--- src/design/cas_pkg.sv ---
`timescale 1ns / 1ps
package cas_pkg;

  localparam int NUM_CORES_DEF  = 4;
  localparam int NUM_LEAVES_DEF = 16;

  localparam logic [16:0] ONE_Q16 = 17'h10000;

  localparam int CFG_IDX_W  = 3;
  localparam int CFG_DATA_W = 40;

  localparam logic [CFG_IDX_W-1:0] REG_OWN_LEAF   = 3'd0;
  localparam logic [CFG_IDX_W-1:0] REG_QUEUE_CAP  = 3'd1;
  localparam logic [CFG_IDX_W-1:0] REG_DRE_INTV   = 3'd2;
  localparam logic [CFG_IDX_W-1:0] REG_FB_TIMEOUT = 3'd3;
  localparam logic [CFG_IDX_W-1:0] REG_EWMA_W     = 3'd4;

  localparam logic ACT_FEEDBACK = 1'b0;
  localparam logic ACT_SELECT   = 1'b1;

  typedef struct packed {
    logic        action;
    logic [47:0] time_now;
    logic [3:0]  feedback_leaf;
    logic [1:0]  feedback_core;
    logic [16:0] feedback_metric;
    logic [3:0]  dest_leaf;
    logic [23:0] occupancy_core0;
    logic [23:0] occupancy_core1;
    logic [23:0] occupancy_core2;
    logic [23:0] occupancy_core3;
  } in_item_t;

  typedef struct packed {
    logic [1:0]  chosen_core;
    logic [16:0] chosen_congestion;
    logic        feedback_stored;
  } out_item_t;

  typedef struct packed {
    logic [23:0] queue_capacity;
    logic [39:0] dre_interval;
    logic [16:0] ewma_weight;
  } lane_cfg_t;

endpackage

--- src/design/cas_merge.sv ---
`timescale 1ns / 1ps
module cas_merge import cas_pkg::*; #(
  parameter int NUM_CORES = NUM_CORES_DEF
) (
  input  logic [NUM_CORES-1:0][16:0] loc,
  input  logic [NUM_CORES-1:0][16:0] rem,
  output logic [1:0]                 best_core,
  output logic [16:0]                best_val
);

  logic [NUM_CORES-1:0][16:0] path;

  always_comb begin
    best_core = 2'd0;
    best_val  = 17'd0;
    for (int c = 0; c < NUM_CORES; c++) begin
      path[c] = (loc[c] > rem[c]) ? loc[c] : rem[c];
      if (c == 0 || path[c] < best_val) begin
        best_val  = path[c];
        best_core = 2'(c);
      end
    end
  end

endmodule
--- config.mk ---
export PLATFORM = sky130hd
export DESIGN_NAME = cas_merge
export DESIGN_NICKNAME = d
export VERILOG_FILES = /design/src/design/cas_pkg.sv /design/src/design/cas_merge.sv
export SDC_FILE = /design/constraint.sdc
export NUM_CORES = 1
export LEC_CHECK = 0
export BUFFER_PORTS_ARGS = -buffer_cell sky130_fd_sc_hd__buf_2
export CELL_PAD_IN_SITES_DETAIL_PLACEMENT = 1
export CELL_PAD_IN_SITES_GLOBAL_PLACEMENT = 2
export CORE_MARGIN = 3
export CORE_UTILIZATION = 27
export DETAILED_ROUTE_END_ITERATION = 8
export PLACE_DENSITY_LB_ADDON = 0.1
export SYNTH_ARGS = -nofsm -noshare
export SYNTH_HDL_FRONTEND = slang
export SYNTH_SLANG_ARGS = --single-unit
--- constraint.sdc ---
create_clock -name vclk -period 12.6
set_clock_uncertainty 0.05 [all_clocks]
set_input_delay 2.52 -clock vclk [all_inputs]
set_output_delay 2.52 -clock vclk [all_outputs]
set_load 0.05 [all_outputs]
==> impl_metrics.env <==
export IMPL_outcome="complete, but fails checks"
export IMPL_path_class="primary input to primary output"
export IMPL_finalHoldViolCount=0
export IMPL_finalSetupViolations=19
export IMPL_syn_area_per_cell_um2=7.43
export IMPL_grt_pass1_wl_um=36300
export IMPL_finalCritPeriodShare_pct=103
export IMPL_final_cells=1248
export IMPL_area_growth_pct=87.2
export IMPL_portBuffers=155
export IMPL_grt_busiest_layer="met2"
export IMPL_clockBufferCount=0
export IMPL_dpl_cell_area_um2=7410
export IMPL_globalplace_congestion=0.850
export IMPL_drv_slew=0
export IMPL_num_vias=6543
export IMPL_dpl_hpwl_um=19100
export IMPL_seqCellArea_um2=0
export IMPL_fin_setup_tns_ns=-7.27
export IMPL_start_util_pct=27.7
export IMPL_seq_cell_count=0
export IMPL_vdd_drop_max_mv=0.167
export IMPL_grt_pass1_vias=7286
export IMPL_place_inst=1200
export IMPL_setup_ws_ns=-0.423
export IMPL_hp_class="primary input to primary output"
export IMPL_powerDensity_nw_per_um2=140
export IMPL_met2_usage_pct=46.8
export IMPL_layout_nets=1277
export IMPL_num_io_pins=155
export IMPL_switching_share_pct=49.0
export IMPL_final_min_clock_period_ns=13.02
export IMPL_dp_slack_ns=-0.789
export IMPL_violations="negative setup slack"
export IMPL_holdBufCountCts=0
export IMPL_cp_slowest_cell="o211ai_1"
export IMPL_grt_max_degree=12
export IMPL_synth_cell_types=54
export IMPL_die_area_um2=19300
export IMPL_gr_total_overflow=0
export IMPL_antenna_found_initial=0
export IMPL_grt_util_met3_pct=1.34
export IMPL_yosysWarnings=0
export IMPL_layout_commonest_cell="buf_4"
export IMPL_synth_fp_nets=896
export IMPL_coreArea_um2=17300
export IMPL_drive_gt1_share_pct=54.3
export IMPL_drt_wirelength_per_cell_um=18.7
export IMPL_cp_common_cell="o211ai_1"
export IMPL_startpoint_type="primary input"
export IMPL_drt_vias_per_instance=5.24
export IMPL_end_kind="primary output"
export IMPL_fmax_mhz=76.8
export IMPL_p_switching_mw=0.616
export IMPL_maxCapViolations=0
export IMPL_rsz0062_at_grt="yes"
export IMPL_ant_nets=0
export IMPL_use_met1_pct=24.4
export IMPL_slowest_delay_ns=0.48
export IMPL_syn_area_um2=4780
export IMPL_pwr_share_seq_pct=0
export IMPL_drc=0
export IMPL_tightest_slew_ns=0.657
export IMPL_drt_total_wl_um=23400
export IMPL_die_x_um=139
export IMPL_fin_area_um2=8950
export IMPL_die_h_um=139
export IMPL_fin_util_pct=51.8
export IMPL_pwr_share_comb_pct=100.0
export IMPL_cp_arrival_ns=10.45
export IMPL_synth_seq_area_share_pct=0
export IMPL_cp_required_ns=10.03
export IMPL_slew_headroom_pct=56.2
export IMPL_core_rowCount=48
export IMPL_p_int_mw=0.641
export IMPL_cp_max_fo=7
export IMPL_initialDrtViolationCount=142
export IMPL_final_cell_mix="222 x buf_4, 116 x buf_2, 97 x inv_1"
export IMPL_grtUsageTotal_pct=22.5
export IMPL_synthCells=644
export IMPL_power_share_clock_pct=0
export IMPL_p_leak_nw=4.53
export IMPL_first_pass_iters=4
export IMPL_num_antenna_cells=0
==> kinds of logic (layout without fill, tap and decap cells) <==
family / count (synthesis) / after routing / synth area share (%)
AO/OA/AOI/OAI: 164 / 164 / 24.4
adder cells (fa/ha/maj): 116 / 116 / 30.3
buffers and inverters: 133 / 511 / 11.2
multiplexers: 84 / 84 / 18.4
AND/OR/NAND/NOR: 147 / 148 / 15.7
==> final cells by class <==
type	count	area (um^2)
Inverter	116	465
Multi-Input combinational cell	512	5180
Timing Repair Buffer	395	3030
Fill cell	2092	8340
Tap cell	225	282
==> per-layer routing <==
metal  vias up  wire (um)
met5         -          0
met4         0        639
met3        31        758
met2       145      13300
met1      3189       8710
li1       3178          -
==> worst max-delay path: cells and delay by family <==
family | cells | cell delay [ns]
fa+ha+maj | 4 | 0.97
compound gates | 19 | 4.04
simple gates | 9 | 1.19
mux | 2 | 0.60
buf+inv | 9 | 1.11
==> path summary, 6_finish.rpt <==
path	slack [ns]	startpoint	depth (start not counted)	end
worst min-delay path	5.53	rem[59]	4	best_val[8]
worst max-delay path	-0.42	rem[33]	43	best_val[9]
==> power groups by stage <==
| stage | combinational (mW) | clock (mW) | sequential (mW) |
|---|---|---|---|
| after global placement | 0.914 | 0 | 0 |
| final | 1.26 | 0 | 0 |
| after CTS | 1.19 | 0 | 0 |
| after global routing | 1.34 | 0 | 0 |
| after floorplan | 0.584 | 0 | 0 |
| after detailed placement | 0.939 | 0 | 0 |
==> through the flow <==
step	hold WS (ns)	total power [mW]
6_report	5.53	1.26
5_1_grt	5.56	1.34
4_1_cts	5.54	1.19
3_5_place_dp	5.63	0.939
3_3_place_gp	5.63	0.914
2_1_floorplan	5.42	0.584
==> cell usage after synthesis (all sizes together), types with 5 or more instances <==
master | count | share of area, %
ha | 116 | 30
o211ai | 11 | 1.8
and4 | 5 | 0.92
clkbuf | 10 | 0.78
a32oi | 9 | 1.8
nand4 | 15 | 2.0
a21oi | 43 | 4.7
nand3 | 32 | 3.5
nand2 | 31 | 2.4
a311oi | 15 | 2.7
a211oi | 6 | 0.94
inv | 116 | 9.1
mux2i | 52 | 11
nor2 | 29 | 2.3
buf | 7 | 1.3
o32ai | 7 | 1.3
nor3 | 5 | 0.52
o21ai | 28 | 2.9
o311ai | 11 | 2.0
a21o | 9 | 1.4
nand2b | 5 | 0.65
and3 | 11 | 1.4
mux2 | 32 | 7.5
==> what timing repair did <==
item                                    CTS  global route
endpoints found under the hold margin     0             0
resized for setup                       182            60
cloned                                    4             0
buffers inserted                         34            11
endpoints found under the setup margin   19            19
pin swaps                                62            41
Power figures use the tool's default switching activity.
