**config.mk**
```make
export PLATFORM = sky130hd
export DESIGN_NAME = cas_lane
export DESIGN_NICKNAME = d
export VERILOG_FILES = /design/src/design/cas_pkg.sv /design/src/design/cas_lane.sv
export SDC_FILE = /design/constraint.sdc
export NUM_CORES = 2
export LEC_CHECK = 0
export BUFFER_PORTS_ARGS = -buffer_cell sky130_fd_sc_hd__buf_4
export CAP_MARGIN = 5
export CORE_UTILIZATION = 37
export CTS_BUF_LIST = sky130_fd_sc_hd__clkbuf_16
export CTS_CLUSTER_DIAMETER = 80
export CTS_CLUSTER_SIZE = 40
export DETAILED_ROUTE_END_ITERATION = 10
export HOLD_SLACK_MARGIN = 0.1
export PLACE_DENSITY_LB_ADDON = 0.2
export SYNTH_ARGS = -nofsm -noshare
export SYNTH_HDL_FRONTEND = slang
export SYNTH_SLANG_ARGS = --single-unit
```
**constraint.sdc**
```tcl
create_clock -name clk -period 10.3 [get_ports clk]
set_input_delay 3.09 -clock clk [delete_from_list [all_inputs] [get_ports clk]]
set_output_delay 3.09 -clock clk [all_outputs]
set_load 0.005 [all_outputs]
```
**src/design/cas_pkg.sv**
```systemverilog
`timescale 1ns / 1ps
package cas_pkg;

  localparam int NUM_CORES_DEF  = 4;
  localparam int NUM_LEAVES_DEF = 16;

  localparam logic [16:0] ONE_Q16 = 17'h10000;

  localparam int CFG_IDX_W  = 3;
  localparam int CFG_DATA_W = 40;

  localparam logic [CFG_IDX_W-1:0] REG_OWN_LEAF   = 3'd0;
  localparam logic [CFG_IDX_W-1:0] REG_QUEUE_CAP  = 3'd1;
  localparam logic [CFG_IDX_W-1:0] REG_DRE_INTV   = 3'd2;
  localparam logic [CFG_IDX_W-1:0] REG_FB_TIMEOUT = 3'd3;
  localparam logic [CFG_IDX_W-1:0] REG_EWMA_W     = 3'd4;

  localparam logic ACT_FEEDBACK = 1'b0;
  localparam logic ACT_SELECT   = 1'b1;

  typedef struct packed {
    logic        action;
    logic [47:0] time_now;
    logic [3:0]  feedback_leaf;
    logic [1:0]  feedback_core;
    logic [16:0] feedback_metric;
    logic [3:0]  dest_leaf;
    logic [23:0] occupancy_core0;
    logic [23:0] occupancy_core1;
    logic [23:0] occupancy_core2;
    logic [23:0] occupancy_core3;
  } in_item_t;

  typedef struct packed {
    logic [1:0]  chosen_core;
    logic [16:0] chosen_congestion;
    logic        feedback_stored;
  } out_item_t;

  typedef struct packed {
    logic [23:0] queue_capacity;
    logic [39:0] dre_interval;
    logic [16:0] ewma_weight;
  } lane_cfg_t;

endpackage

```
**src/design/cas_lane.sv**
```systemverilog
`timescale 1ns / 1ps
module cas_lane import cas_pkg::*; (
  input  logic        clk,
  input  logic        rst_n,
  input  logic        start,
  input  logic [47:0] now,
  input  logic [23:0] occ,
  input  lane_cfg_t   cfg,
  output logic        busy,
  output logic [16:0] metric
);

  localparam logic [1:0] L_IDLE = 2'd0;
  localparam logic [1:0] L_DIV  = 2'd1;
  localparam logic [1:0] L_MUL  = 2'd2;
  localparam logic [1:0] L_SUM  = 2'd3;

  logic [1:0]  state_r, state_nxt;
  logic        started_r, started_nxt;
  logic [16:0] est_r, est_nxt;
  logic [47:0] refresh_r, refresh_nxt;
  logic [47:0] now_r, now_nxt;
  logic [23:0] rem_r, rem_nxt;
  logic [15:0] quo_r, quo_nxt;
  logic [3:0]  cnt_r, cnt_nxt;
  logic [16:0] util_r, util_nxt;
  logic [33:0] p1_r, p1_nxt, p2_r, p2_nxt;

  logic [47:0] age;
  logic [23:0] cap_eff;
  logic [16:0] w_eff;
  logic [24:0] rem2;
  logic        qbit;
  logic [34:0] sum;

  assign cap_eff = (cfg.queue_capacity == 24'd0) ? 24'd1 : cfg.queue_capacity;
  assign w_eff   = (cfg.ewma_weight > ONE_Q16) ? ONE_Q16 : cfg.ewma_weight;
  assign age     = now - refresh_r;
  assign rem2    = {rem_r, 1'b0};
  assign qbit    = (rem2 >= {1'b0, cap_eff});
  assign sum     = {1'b0, p1_r} + {1'b0, p2_r};

  always_comb begin
    state_nxt   = state_r;
    started_nxt = started_r;
    est_nxt     = est_r;
    refresh_nxt = refresh_r;
    now_nxt     = now_r;
    rem_nxt     = rem_r;
    quo_nxt     = quo_r;
    cnt_nxt     = cnt_r;
    util_nxt    = util_r;
    p1_nxt      = p1_r;
    p2_nxt      = p2_r;
    unique case (state_r)
      L_IDLE: begin
        if (start) begin
          if (!started_r) begin
            started_nxt = 1'b1;
            refresh_nxt = now;
            est_nxt     = 17'd0;
          end else if (age >= {8'd0, cfg.dre_interval}) begin
            now_nxt = now;
            if (occ >= cap_eff) begin
              util_nxt  = ONE_Q16;
              state_nxt = L_MUL;
            end else begin
              rem_nxt   = occ;
              quo_nxt   = 16'd0;
              cnt_nxt   = 4'd0;
              state_nxt = L_DIV;
            end
          end
        end
      end
      L_DIV: begin
        rem_nxt = qbit ? 24'(rem2 - {1'b0, cap_eff}) : rem2[23:0];
        quo_nxt = {quo_r[14:0], qbit};
        cnt_nxt = cnt_r + 4'd1;
        if (cnt_r == 4'd15) begin
          util_nxt  = {1'b0, quo_nxt};
          state_nxt = L_MUL;
        end
      end
      L_MUL: begin
        p1_nxt    = w_eff * util_r;
        p2_nxt    = (ONE_Q16 - w_eff) * est_r;
        state_nxt = L_SUM;
      end
      L_SUM: begin
        est_nxt     = sum[32:16];
        refresh_nxt = now_r;
        state_nxt   = L_IDLE;
      end
      default: state_nxt = L_IDLE;
    endcase
  end

  always_ff @(posedge clk) begin
    if (!rst_n) begin
      state_r   <= L_IDLE;
      started_r <= 1'b0;
      est_r     <= 17'd0;
      refresh_r <= 48'd0;
    end else begin
      state_r   <= state_nxt;
      started_r <= started_nxt;
      est_r     <= est_nxt;
      refresh_r <= refresh_nxt;
    end
  end

  always_ff @(posedge clk) begin
    now_r  <= now_nxt;
    rem_r  <= rem_nxt;
    quo_r  <= quo_nxt;
    cnt_r  <= cnt_nxt;
    util_r <= util_nxt;
    p1_r   <= p1_nxt;
    p2_r   <= p2_nxt;
  end

  assign busy   = (state_r != L_IDLE);
  assign metric = est_r;

endmodule

```
==> results.txt <==
The first-pass iteration count of the detailed router came out at 5. The total of buffers placed on input and output ports is 173. Setup repair after global routing could not meet its margin everywhere. The highest net fanout along the worst path came out at 5. After synthesis, the most frequently instantiated cells are inv_1 (754), fa_1 (511), nand2_1 (403).

Yosys instantiated no cell more often than inv_1. The half-perimeter wire length after placement is 73.68 mm. On the critical path, the stage with the largest delay is an instance of fa_1. TritonCTS built the clock tree. Of all cell types, the one taking the most synthesized area is fa_1. The average detailed-routed wire length per instance is 16.93 µm. Cell internal power was estimated by the tool at 0.005512 W. The post-route netlist has 12.87% of its cells at a drive strength greater than 1.

The routed via count divided by cell count is 4.913. The post-route worst hold slack came out at 503.1 ps. The count of flip-flops with a built-in enable after synthesis came out at 174. The relative area change from synthesis to final layout came out at 15.54%. The sequential area share after synthesis came out at 18.33%.

The worst endpoint data arrival time is 10380 ps. The detail route stage leaves a number of antenna-violating nets equal to 0. The number of instances in the synthesized netlist came out at 3931. The buffers plus inverters on the worst setup path came out at 9. Measured against its own limit, the worst slew margin works out to 25.20%. The achievable frequency came out at 99.42 MHz. The remaining global-route overflow came out at 0. After floorplanning, the core was divided into 113 placement rows. The height of the die came out at 313.6 µm. The net count reported at finish is 5238. No sink is reached through more buffers than the 3 on the longest clock path. For this design the ratio of total power to cell area is 244.6 nW/µm². The worst ir drop on vdd is 315.5 µV. The leakage power of the design is 19.66 nW. The share of power burned in registers is 16.9%. The kind of cell with the highest combined delay on the critical path is adder cells. Yosys attributes the largest share of cell area to fa_1 (28%), edfxtp_1 (15%), ha_1 (13%), inv_1 (7.9%), nand2_1 (4.2%).

The count of unresolved DRC violations after routing is 0. The initial utilization of the core area, before any placement, comes to 37.60%. The highest cell delay on the worst timing path came out at 550 ps. Setup total negative slack on the finished layout was measured at 0 ps.

The number of clock sinks is 242. Each instance of the synthesized netlist takes up on average 9.141 µm². The count of vias placed by the detailed router came out at 26990. The worst setup path is of the in2reg kind. The number of distinct standard cells referenced by the synthesized netlist is 84. The final critical path takes up 97.66% of the cycle. The number of global-route vias before repair is 28300.

The clock insertion delay at the later pin of the skew report is 620 ps. The floorplan step defined a die boundary enclosing 98370 µm². The buffer type at the clock tree root is clkbuf_16.

The dominant synthesized flop cell is edfxtp_1. The number of warnings issued by yosys is 0. The first-pass GRT wire length came out at 151.4 mm. The global-route usage over all layers came out at 19.27%. The total clock buffers created by CTS came out at 23. The number of I/O pins came out at 174. The number of maximum-capacitance violations is 0.

The setup clock skew after layout is 70.04 ps. The max-slew violation total from the final report was 0. The share of synthesized flip-flops with an asynchronous set or reset is 0%. The setup slack at placement is -616.5 ps. The clock-pin slew of the registers on the worst-case setup and hold paths came out at 80 ps.

The run finished with clean final reports. The path type of the worst min-delay path is reg2reg. The worst setup path is captured at a flop.

The switching share of power came out at 45.73%. The total count of hold-check failures in the final report is 0. The overall power came out at 0.01016 W. By instance count, the cell type seen most on the critical path is fa_1. The final number of setup-violating endpoints came out at 0.

The pin slew with the least headroom to its limit came out at 1121 ps. The maximum number of pins on one net before global-route repair came out at 97. The share of total power in combinational logic is 72.9%.

The utilization after layout came out at 43.44%. The share of Yosys cell area claimed by the top area cell type came out at 28.47%. The time the worst path needs with I/O delays and setup is 10060 ps. Data on the critical path is required at its endpoint by 10620 ps. The flip-flop and latch count after synthesis came out at 242. For this block, the initial DRC count from the detailed router was 1163. The horizontal extent of the die is 313.6 µm.

The initial antenna violation count came to 6. The floorplan core area is 95580 µm². The number of levels the H-tree was split into came out at 1. The power dissipated by switching net loads is 0.004645 W.

Wires add up to 93.00 mm. The relative contribution of the clock network to total power came out at 10.1%. STA classifies the critical path startpoint as an input port. The minimum setup slack in the final design is 241.3 ps.

The total standard cell area after synthesis is 35930 µm². At the end of routability-driven placement, the weighted congestion stood at 0.8593.
==> cells by family (layout without fill, tap and decap cells) <==
group	Yosys count	after routing	synth area share (%)
buffers and inverters	919	1189	9.617
DFF	242	242	18.33
muxes	60	60	1.682
other	2	30	0.02090
AOI/OAI and AO/OA	557	557	10.10
xor gates and xnor gates	164	164	3.997
adders and majority gates	872	872	41.04
and+or+nand+nor	1115	1115	15.21
==> power by group through the flow <==
stage	clock network [W]	registers [W]	logic [W]
after floorplan	0	0.00164	0.00512
after global placement	0	0.00174	0.00724
after detailed placement	0	0.00174	0.00727
after CTS	0.00106	0.00172	0.00734
after global routing	0.00109	0.00174	0.00847
final	0.00103	0.00172	0.00741
==> cells in the final DEF (no fill, tap or decap), types with 16 or more instances in the layout <==
cell       instances
dfxtp_1           68
xor2_1            52
nand2_1          398
edfxtp_1         174
and2_1           231
buf_4            364
and3_1            63
mux2i_1           57
o211ai_1          16
a21o_1            79
o21a_1            18
nor2b_1           25
nand3_1           34
nor3_1            33
buf_6             17
ha_1             353
clkbuf_16         23
nand2b_1          16
nor2_1           195
xnor2_1          107
o21ai_0           84
fa_1             507
a211oi_1          65
conb_1            28
inv_1            741
a21oi_1          172
nand4_1           33
o21bai_1          17
==> through the flow <==
stage | area [µm²] | cells
finish | 41520 | 5494
global route | 41520 | 5493
CTS | 41070 | 5478
detailed placement | 40130 | 5435
global placement | 40130 | 5435
floorplan | 36200 | 3957
==> per-layer routing <==
metal  global-route usage (%)  wire (µm)  vias to the layer above
li1                         -          -                    13120
met1                    25.37      41680                    13320
met2                    33.89      45700                      437
met3                    2.058       3314                      110
met4                    4.379       2269                        4
met5                        0         27                        -
==> path summary, 6_finish.rpt <==
path | slack [ps] | to | depth (start not counted) | start
max | 240 | p2_r[28]$_DFFE_PP_ | 35 | cfg[2]
min | 500 | refresh_r[5]$_SDFFE_PN0P_ | 2 | refresh_r[5]$_SDFFE_PN0P_
max reg2reg | 3090 | p1_r[31]$_DFFE_PP_ | 26 | util_r[8]$_SDFFCE_PP0P_
min reg2reg | 500 | refresh_r[5]$_SDFFE_PN0P_ | 2 | refresh_r[5]$_SDFFE_PN0P_
==> flip-flops by register name, summed over array words and instances (netlist names) <==
| signal | cells |
|---|---|
| state_r | 2 |
| p1_r | 33 |
| p2_r | 33 |
| rem_r | 24 |
| started_r | 1 |
| refresh_r | 48 |
| quo_r | 15 |
| cnt_r | 4 |
| now_r | 48 |
| metric | 17 |
| util_r | 17 |
==> repair_timing <==
item                       CTS  global route
setup endpoints to repair    3            17
pin swaps                    1            57
gates resized for setup      2            92
buffers inserted             1            15
hold buffers                 0             0
cloned                       0             1
==> area by class of cell <==
class | instances | area (µm²)
Timing Repair Buffer | 391 | 3095
Fill cell | 9542 | 54060
Clock inverter | 19 | 344.1
Clock buffer | 23 | 575.6
Tap cell | 1265 | 1583
Inverter | 756 | 2840
Antenna cell | 2 | 5.005
Multi-Input combinational cell | 2796 | 26490
Sequential cell | 242 | 6586
==> worst min-delay path, stage by stage, from the launching register on <==
cell and delay (ps):
dfxtp_1 320, nor2_1 90, a211oi_1 50
Power figures use the tool's default switching activity.
